[src/sv/bqe_pkg.sv]
// Package for the biquad cascade equalizer: sizes, codes, beat and link types,
// and the shared saturation function. No dependencies.
package bqe_pkg;

    localparam int NUM_BANDS      = 16;
    localparam int MAX_CHANNELS   = 8;
    localparam int SAMPLE_BITS    = 24;
    localparam int COEF_BITS      = 32;
    localparam int COEF_FRAC_BITS = 28;
    localparam int NUM_COEF       = 5;
    localparam int CH_W           = 3;
    localparam int BAND_W         = 4;
    localparam int SEL_W          = 3;
    localparam int GAIN_BITS      = 24;
    localparam int GAIN_FRAC      = 20;
    localparam int CNT_W          = 4;
    localparam int CFG_IDX_W      = 2;
    localparam int CFG_W          = 24;

    localparam int PROD_W  = COEF_BITS + SAMPLE_BITS;     // one section product
    localparam int ACC_W   = PROD_W + 3;                  // sum of five products
    localparam int SHR_W   = ACC_W - COEF_FRAC_BITS;
    localparam int GPROD_W = SAMPLE_BITS + GAIN_BITS + 1;
    localparam int GSHR_W  = GPROD_W - GAIN_FRAC;
    localparam int SAT_W   = 40;

    localparam logic [GAIN_BITS-1:0] GAIN_UNITY = GAIN_BITS'(1 << GAIN_FRAC);
    localparam logic [CNT_W-1:0]     CC_RESET   = CNT_W'(2);

    localparam logic signed [ACC_W-1:0]   RND_COEF = ACC_W'(1) << (COEF_FRAC_BITS - 1);
    localparam logic signed [GPROD_W-1:0] RND_GAIN = GPROD_W'(1) << (GAIN_FRAC - 1);
    localparam logic signed [SAT_W-1:0]   SAT_HI   = SAT_W'((1 << (SAMPLE_BITS - 1)) - 1);
    localparam logic signed [SAT_W-1:0]   SAT_LO   = -SAT_HI - SAT_W'(1);

    // opcodes
    localparam logic [1:0] OP_FILTER = 2'd0;
    localparam logic [1:0] OP_COEF   = 2'd1;
    localparam logic [1:0] OP_CLEAR  = 2'd2;

    // coefficient selects
    localparam logic [SEL_W-1:0] C_B0 = 3'd0;
    localparam logic [SEL_W-1:0] C_B1 = 3'd1;
    localparam logic [SEL_W-1:0] C_B2 = 3'd2;
    localparam logic [SEL_W-1:0] C_A1 = 3'd3;
    localparam logic [SEL_W-1:0] C_A2 = 3'd4;

    // config register indexes
    localparam logic [CFG_IDX_W-1:0] CFG_EQ_ENABLE     = 2'd0;
    localparam logic [CFG_IDX_W-1:0] CFG_BAND_MASK     = 2'd1;
    localparam logic [CFG_IDX_W-1:0] CFG_PREAMP_GAIN   = 2'd2;
    localparam logic [CFG_IDX_W-1:0] CFG_CHANNEL_COUNT = 2'd3;

    typedef struct packed {
        logic [1:0]                    opcode;
        logic [CH_W-1:0]               channel;
        logic signed [SAMPLE_BITS-1:0] sample_in;
        logic [BAND_W-1:0]             band;
        logic [SEL_W-1:0]              coef_select;
        logic signed [COEF_BITS-1:0]   coef_value;
    } t_in_item;

    typedef struct packed {
        logic signed [SAMPLE_BITS-1:0] sample_out;
        logic [CH_W-1:0]               channel_out;
    } t_out_item;

    typedef struct packed {
        logic                          valid;
        logic [CH_W-1:0]               ch;
        logic signed [SAMPLE_BITS-1:0] y;
    } t_link;

    typedef struct packed {
        logic                        coef_we;
        logic [SEL_W-1:0]            coef_sel;
        logic signed [COEF_BITS-1:0] coef_val;
        logic                        hist_clr;
    } t_cell_ctl;

    typedef struct packed {
        logic signed [SAMPLE_BITS-1:0] x1;
        logic signed [SAMPLE_BITS-1:0] x2;
        logic signed [SAMPLE_BITS-1:0] y1;
        logic signed [SAMPLE_BITS-1:0] y2;
    } t_hist;

    function automatic logic signed [SAMPLE_BITS-1:0] sat_sample(
        input logic signed [SAT_W-1:0] v
    );
        logic signed [SAT_W-1:0] c;
        if (v > SAT_HI) begin
            c = SAT_HI;
        end else if (v < SAT_LO) begin
            c = SAT_LO;
        end else begin
            c = v;
        end
        return c[SAMPLE_BITS-1:0];
    endfunction

endpackage

[src/sv/bqe_gain.sv]
// Preamp gain stage at the end of the cascade: Q4.20 multiply, round, saturate.
// Depends on bqe_pkg.
module bqe_gain import bqe_pkg::*; (
    input  logic                 i_clk,
    input  logic                 i_rst_n,
    input  logic [GAIN_BITS-1:0] i_gain,
    input  t_link                i_link,
    output t_link                o_link
);

    logic                      r_v;
    logic [CH_W-1:0]           r_ch;
    logic signed [GPROD_W-1:0] r_p;
    t_link                     r_out;

    logic signed [GPROD_W-1:0] rnd;
    logic signed [GSHR_W-1:0]  shv;

    always_comb begin
        rnd = r_p + RND_GAIN;
        shv = $signed(rnd[GPROD_W-1:GAIN_FRAC]);
    end

    always_ff @(posedge i_clk) begin
        if (!i_rst_n) begin
            r_v         <= 1'b0;
            r_out.valid <= 1'b0;
        end else begin
            r_v         <= i_link.valid;
            r_out.valid <= r_v;
        end
    end

    always_ff @(posedge i_clk) begin
        r_ch     <= i_link.ch;
        r_p      <= $signed(i_link.y) * $signed({1'b0, i_gain});
        r_out.ch <= r_ch;
        r_out.y  <= sat_sample(SAT_W'(shv));
    end

    assign o_link = r_out;

endmodule

[config.mk]
export PLATFORM = sky130hd
export DESIGN_NAME = bqe_gain
export DESIGN_NICKNAME = d
export VERILOG_FILES = /design/src/sv/bqe_pkg.sv /design/src/sv/bqe_gain.sv
export SDC_FILE = /design/constraint.sdc
export NUM_CORES = 1
export LEC_CHECK = 0
export BUFFER_PORTS_ARGS = -buffer_cell sky130_fd_sc_hd__buf_4
export CORE_MARGIN = 10
export CORE_UTILIZATION = 60
export CTS_BUF_LIST = sky130_fd_sc_hd__clkbuf_4 sky130_fd_sc_hd__clkbuf_8
export DETAILED_ROUTE_END_ITERATION = 8
export PLACE_DENSITY = 0.88
export SLEW_MARGIN = 20
export SYNTH_ARGS = -nofsm -noshare
export SYNTH_HDL_FRONTEND = slang
export SYNTH_SLANG_ARGS = --single-unit
[constraint.sdc]
create_clock -name i_clk -period 18.05 [get_ports i_clk]
set_clock_uncertainty 0.2 [all_clocks]
set_input_delay 0.9025 -clock i_clk [delete_from_list [all_inputs] [get_ports i_clk]]
set_output_delay 0.9025 -clock i_clk [all_outputs]
set_load 0.01 [all_outputs]
; Word-level counts from Yosys, hierarchy flattened
; Cells that the tools add are included.
[totals]
elab_cells = 11
ff_bits = 81
[classes]
n_mul = 1
n_lt_le_gt_ge = 2
n_mux = 1
n_addsub = 1
[ops]
columns = operator, n
row1 = "49-bit by 21-bit adder with 49-bit output, second input constant", 1
row2 = 24-bit by 25-bit multiplier with 49-bit output, 1
row3 = "29-bit by 24-bit > comparator with 1-bit output, second input constant", 1
row4 = "29-bit by 24-bit < comparator with 1-bit output, second input constant", 1
row5 = 24-bit 2-to-1 mux, 1

; Logic depth before layout (Yosys ltp)
; Gate-level depths: netlist (run 1).
[logic_depth]
word_depth = 3
mapped_depth = 25
mapped_depth_nobuf = 24

; Worst setup path before layout (run 1)
; Ideal clock, no wire load.
[synth_timing]
kind = input to register
startpoint = in i_gain[10]
endpoint = reg r_p[48]
setup_ns = 0.127
slack_ns = 10.822
t_required_ns = 17.723
n_path_buf = 2
path_stages = 24
arrival_time_ns = 6.901
cell_sequence = clkbuf_1 > nand2_1 > fa_1 > fa_1 > inv_1 > fa_1 > inv_1 > fa_1 > inv_1 > fa_1 > fa_1 > inv_1 > fa_1 > inv_1 > ha_1 > buf_2 > a21oi_1 > o21ai_1 > a2111oi_2 > nor3_1 > nor4b_4 > o32ai_2 > nand3_1 > or3b_1
[synth_between]
elab_chain_cells = 1
[synth_lines]
columns = element, line_no
row1 = from (decl), bqe_gain.sv:6  ; input logic [GAIN_BITS-1:0] i_gain,
row2 = 24-bit by 25-bit multiplier with 49-bit output, bqe_gain.sv:36  ; r_p <= $signed(i_link.y) * $signed({1'b0, i_gain});
row3 = to (signal assigned), bqe_gain.sv:36
row4 = to (decl), bqe_gain.sv:13  ; logic signed [GPROD_W-1:0] r_p;
; No other way between the ends.
; A chain may end at the register's enable or synchronous reset.

; Worst setup path in the final report (run 1)
[layout_timing]
startpoint = in i_gain[16]
endpoint = reg r_p[48]
; Same word-level chain as after synthesis.

==> results of run 1 <==
final timing paths:
path,startpoint,end,slack [ns],depth (start not counted)
max reg2reg,r_p[21],o_link[12],15.19,8
max,i_gain[16],r_p[48],10.60,22
min reg2reg,r_ch[1],o_link[25],0.13,0
min,r_ch[1],o_link[25],0.13,0
critical path, cell delays in order:
cell and delay [ns]:
buf_4 0.23, and2_1 0.21, fa_1 0.53, inv_1 0.06, fa_1 0.50, fa_1 0.57, inv_1 0.07, fa_1 0.52
inv_1 0.06, fa_1 0.55, inv_1 0.05, fa_1 0.50, fa_1 0.42, ha_1 0.34, nand2_1 0.07, o21ai_1 0.16
nand3_1 0.17, a211oi_1 0.48, nor4b_4 0.14, o32ai_2 0.45, a2111oi_2 0.13, or3b_1 0.36
through the flow:
step | instance area, um^2 | std cells | util [%] | setup WS (ns)
after floorplan | 20950 | 2295 | - | 10.82
after global placement | 21690 | 2723 | 62.96 | 10.45
after detailed placement | 21690 | 2723 | 62.96 | 10.28
after CTS | 21910 | 2738 | 63.60 | 10.62
after global routing | 21910 | 2738 | 63.60 | 10.30
final | 21910 | 2738 | 63.60 | 10.60
layer usage:
metal | routed length, um | vias up
li1 | - | 6712
met1 | 18400 | 7973
met2 | 26580 | 810
met3 | 4942 | 192
met4 | 2979 | 0
met5 | 0 | -
registers in the layout, summed over array words and instances, names as in the netlist:
signal and cells:
r_p 30, o_link 28, r_ch 3, r_v 1
layout make-up:
cell class / instances / share of cell area, %
timing repair buffer: 81 / 2.775
clock buffer: 11 / 0.6908
inverter: 543 / 9.358
multi-input combinational: 1582 / 78.60
clock inverter: 4 / 0.3197
tap: 455 / 2.598
sequential: 62 / 5.664
kinds of logic (layout without fill, tap and decap cells):
family,Yosys count,after routing,share of synthesized area (%)
and+or+nand+nor,712,712,17.66
adders and majority gates,680,680,57.84
buffers and inverters,651,639,11.87
AOI/OAI and AO/OA,132,132,4.240
DFF,62,62,5.924
xor gates and xnor gates,57,57,2.419
muxes,1,1,0.04778
cells in the final DEF, fill, tap and decap left out, types with 2 or more instances in the layout:
master / netlist / final
a2111oi_0: 2 / 2
a2111oi_2: 2 / 2
a211oi_1: 4 / 4
a21boi_1: 2 / 2
a21o_1: 15 / 15
a21oi_1: 38 / 38
a221oi_1: 2 / 2
a31oi_1: 5 / 5
and2_1: 279 / 279
and3_1: 10 / 10
and4_1: 7 / 7
buf_4: 0 / 81
bufinv_16: 0 / 2
clkbuf_8: 0 / 11
clkinv_2: 0 / 2
dfxtp_1: 62 / 62
fa_1: 481 / 481
ha_1: 199 / 199
inv_1: 542 / 542
nand2_1: 307 / 307
nand2b_1: 11 / 11
nand3_1: 21 / 21
nand4_1: 12 / 12
nand4b_1: 2 / 2
nor2_1: 24 / 24
nor2b_1: 15 / 15
nor3_1: 9 / 9
o21a_1: 2 / 2
o21ai_0: 13 / 13
o21ai_1: 15 / 15
o21ai_2: 10 / 10
o21bai_1: 5 / 5
o31ai_1: 2 / 2
or4_1: 2 / 2
xnor2_1: 31 / 31
xor2_1: 25 / 25
==> results.ini, run 1 <==
[cts]
holdBufCountCts = 0
cts_root_buf = clkbuf_8
clk_latency_ns = 0.34
clk_pin_slew_ns = 0.07
cts-htree-levels = 3
cts_resized = 0
cts_tree = done
cts_setup_buffers = 0
cts_max_path_buffers = 2
clkSinkCount = 62
cts_buffers = 9

[hold_path]
hp-class = reg -> reg

[floorplanning]
die_w_um = 206.9
start_util_pct = 60.80
io_pins = 82
dieArea_mm2 = 0.04279
core_area_mm2 = 0.03446
rows = 68
fp.dieH_um = 206.9

[global_route]
grt_pass1_vias = 17827
grt_overflow_total = 0
use_met1_pct = 30.43
grt_use_met2_pct = 44.13
grt-busiest-layer = met2
groute.layer.met3.usage_pct = 4.947
grt_use_total_pct = 25.76
grt_pass1_wl_mm = 87.53
grt_max_degree = 27
antenna_found_initial = 0

[setup_path]
crit_path_start_kind = input port
end_kind = flip-flop
crit_required_ns = 18.07
cp_max_fo = 24
worst_ep_arrival_time_ns = 7.47
critPathKind = in -> reg

[logic_synthesis]
synthMostInstantiatedCell = inv_1
synth_area_leader_cell = fa_1
synth_fp_nets = 3029
async_flop_share_pct = 0
synth_edf_count = 0
synthDistinctLibCells = 68
synth.avg_cell_area_um2 = 9.129
synth.cell_area_mm2 = 0.02095
synth_seq_cells = 62
yosys_warnings = 0
yosysSeqAreaShare_pct = 5.924
synthCells = 2295
synth_commonest_cells = 542 x inv_1, 481 x fa_1, 307 x nand2_1
synth_area_leaders = fa_1 46%, ha_1 12%, inv_1 9.7%
synth_top_area_share_pct = 45.96
synth_top_flop_cell = dfxtp_1

[routing]
routed_via_density = 5.729
ant_nets = 0
route.detailed.drc = 0
vias = 15687
drtIter0Drc = 1219
wl_mm = 52.90
first_pass_iters = 9
post_drt_wl_per_cell_um = 19.32

[outcome]
run_status = complete, no violations

[run]
maxCapViolCount = 0

[sta]
setup_violations = 0
relSlewSlack_pct = 48.64
period_share_pct = 41.26
maxSlewViolCount = 0
holdWs_ns = 0.1273
min_period_ns = 7.447
hold_violations = 0
tightest_slew_ns = 0.7666
timing.fmax_ghz = 0.1343
final.setup.tns_ns = 0
rsz0062_at_grt = false

[placed_design]
routabilityCongestion = 0.9665
port_buffers = 81
dp_hpwl_mm = 41.32

[final_layout]
finalNetCount = 3013
syn_to_final_growth_pct = 4.599
multi_input_area_mm2 = 0.01722
drive_gt1_share_pct = 5.388
n_fill_cell = 2616
seq_area_mm2 = 0.001241
diodes = 0

Power of run 1 is not shown: default switching activity piles up to over one toggle a cycle in this logic, so the estimate is an artifact.
==> run 2: changes to the inputs <==
--- a/config.mk
+++ b/config.mk
@@ -5,12 +5,13 @@
 export SDC_FILE = /design/constraint.sdc
 export NUM_CORES = 1
 export LEC_CHECK = 0
+export ABC_AREA = 1
 export BUFFER_PORTS_ARGS = -buffer_cell sky130_fd_sc_hd__buf_4
 export CORE_MARGIN = 10
 export CORE_UTILIZATION = 60
 export CTS_BUF_LIST = sky130_fd_sc_hd__clkbuf_4 sky130_fd_sc_hd__clkbuf_8
 export DETAILED_ROUTE_END_ITERATION = 8
-export PLACE_DENSITY = 0.88
+export PLACE_DENSITY = 0.91
 export SLEW_MARGIN = 20
 export SYNTH_ARGS = -nofsm -noshare
 export SYNTH_HDL_FRONTEND = slang
==> constraint.sdc (replaced) <==
create_clock -name i_clk -period 6 [get_ports i_clk]
set_clock_uncertainty 0.2 [all_clocks]
set_input_delay 0.3 -clock i_clk [delete_from_list [all_inputs] [get_ports i_clk]]
set_output_delay 0.3 -clock i_clk [all_outputs]
set_load 0.01 [all_outputs]
==> results.ini, run 2 <==
[final_layout]
finalNetCount = 3887
final_cell_mix = 886 x inv_1, 785 x nand2_1, 475 x fa_1
largest_reg_flops = 30
drive_gt1_share_pct = 14.06
final_util_pct = 69.95
syn_to_final_growth_pct = 14.57
layout.cells.non_filler = 3626
layout_commonest_cell = inv_1
final_cell_area_mm2 = 0.02567
top_register = r_p
diodes = 0

[cts]
cts_buffers = 9
cts_root_buf = clkbuf_8
cts_tree = done
clkSinkCount = 62
cts_max_path_buffers = 2
clk_pin_slew_ns = 0.07
cts-htree-levels = 3
clk_latency_ns = 0.37

[logic_synthesis]
synth_edf_count = 0
yosysSeqAreaShare_pct = 5.540
synth_top_flop_cell = dfxtp_1
synthCells = 2965
synthDistinctLibCells = 34
synth_seq_cells = 62
synth.cell_area_mm2 = 0.02240
synth.avg_cell_area_um2 = 7.556
async_flop_share_pct = 0
synth_area_leader_cell = fa_1
synthMostInstantiatedCell = inv_1
synth_area_leaders = fa_1 43%, inv_1 15%, nand2_1 14%
synth_commonest_cells = 896 x inv_1, 807 x nand2_1, 481 x fa_1
synth_fp_nets = 3699
synth_top_area_share_pct = 42.98
yosys_warnings = 0

[setup_path]
cp_max_fo = 9
critPathKind = in -> reg
r2r_cells = 10
end_kind = flip-flop
r2r_end = o_link[15]
worst_ep_arrival_time_ns = 6.19
crit_required_ns = 6.04
r2r_slack_ns = 3.49
crit_path_start_kind = input port
reg2reg_from = r_p[19]

[sta]
min_period_ns = 6.151
timing.fmax_ghz = 0.1626
hold_violations = 0
rsz0062_at_grt = true
period_share_pct = 102.5
setup_violations = 9
final.setup.tns_ns = -0.7558
tightest_slew_ns = 0.5140
fin_ws_ns = -0.1512
relSlewSlack_pct = 65.60
maxSlewViolCount = 0

[global_route]
grt_overflow_total = 0
antenna_found_initial = 0
grt_pass1_wl_mm = 107.0
grt_max_degree = 24
grt_pass1_vias = 21891
grt_use_total_pct = 29.71

[placed_design]
routabilityCongestion = 0.9643
dp_hpwl_mm = 56.28
place_inst = 3598
place_area_mm2 = 0.02465
port_buffers = 81

[routing]
post_drt_wl_per_cell_um = 18.83
ant_nets = 0
first_pass_iters = 9
wl_mm = 68.28
drtIter0Drc = 2249
route.detailed.drc = 3
vias = 20265
routed_via_density = 5.589

[hold_path]
hp-class = reg -> reg
min_path_cells = 0
holdPathEnd = o_link[24]
hp-start = r_ch[0]

[floorplanning]
io_pins = 82
rows = 70
core_area_mm2 = 0.03670
start_util_pct = 61.05
dieArea_mm2 = 0.04547
fp.dieH_um = 213.2
die_w_um = 213.2

[outcome]
failed_checks = DRC, setup timing
run_status = complete, but fails checks

[run]
maxCapViolCount = 0

run 2: logic make-up after synthesis:
logic type      after synthesis  synth area share (%)
compound gates              128                 3.144
flops                        62                 5.540
simple gates               1060                 18.88
xor+xnor                     39                 1.525
buf+inv                     996                 16.82
fa+ha+maj                   680                 54.09
run 2: stage by stage:
stage | worst slack [ns] | hold slack, ns
4_1_cts | 0.007268 | 0.1302
3_5_place_dp | -0.4096 | 0.1135
2_1_floorplan | 0.1081 | 0.1096
6_report | -0.1512 | 0.1311
5_1_grt | -0.3457 | 0.1365
3_3_place_gp | -0.2842 | 0.1119
run 2: repair_timing:
action	4_1_cts	5_1_grt
endpoints found under the hold margin	5	0
setup endpoints to repair	4	30
buffers inserted	0	7
gates cloned	0	0
hold buffers	5	0
resized for setup	7	188
pin swaps	1	34
run 2: worst max-delay path by stage:
| stage | startpoint | endpoint | slack, ns |
|---|---|---|---|
| after detailed placement | i_link[9] | r_p[47] | -0.41 |
| after global placement | i_gain[18] | r_p[44] | -0.28 |
| final | i_link[2] | r_p[21] | -0.15 |
| after CTS | i_link[9] | r_p[30] | 0.007 |
| after global routing | i_gain[7] | r_p[41] | -0.35 |
| after floorplan | i_gain[21] | r_p[43] | 0.11 |
run 2: worst max-delay path: stages:
cell and delay, ns:
buf_4 0.17, buf_4 0.17, nand2_1 0.08, inv_1 0.05
fa_1 0.50, inv_1 0.07, fa_1 0.51, fa_2 0.58
inv_1 0.06, fa_1 0.51, inv_1 0.07, fa_1 0.54
inv_1 0.06, fa_1 0.48, fa_2 0.57, ha_4 0.21
a21oi_1 0.22, o21ai_1 0.17, a21oi_1 0.34, inv_1 0.10
a21oi_1 0.17, xnor2_1 0.23
run 2: cell type report:
type / instances / area, um^2
inverters: 896 / 3367
repair buffers: 277 / 2301
clock inverters: 4 / 31.28
multi-input cells: 1907 / 17980
well taps: 468 / 585.6
fillers: 2488 / 11030
clock buffers: 12 / 158.9
flip-flops and latches: 62 / 1241
run 2: routing by layer:
layer / vias up / wire length, um / track usage, %
li1: 8742 / - / -
met1: 9627 / 22940 / 34.15
met2: 1421 / 32890 / 51.21
met3: 475 / 7229 / 5.909
met4: 0 / 5220 / 16.35
met5: - / 0 / 0
Power of run 2 is left out for the same reason.
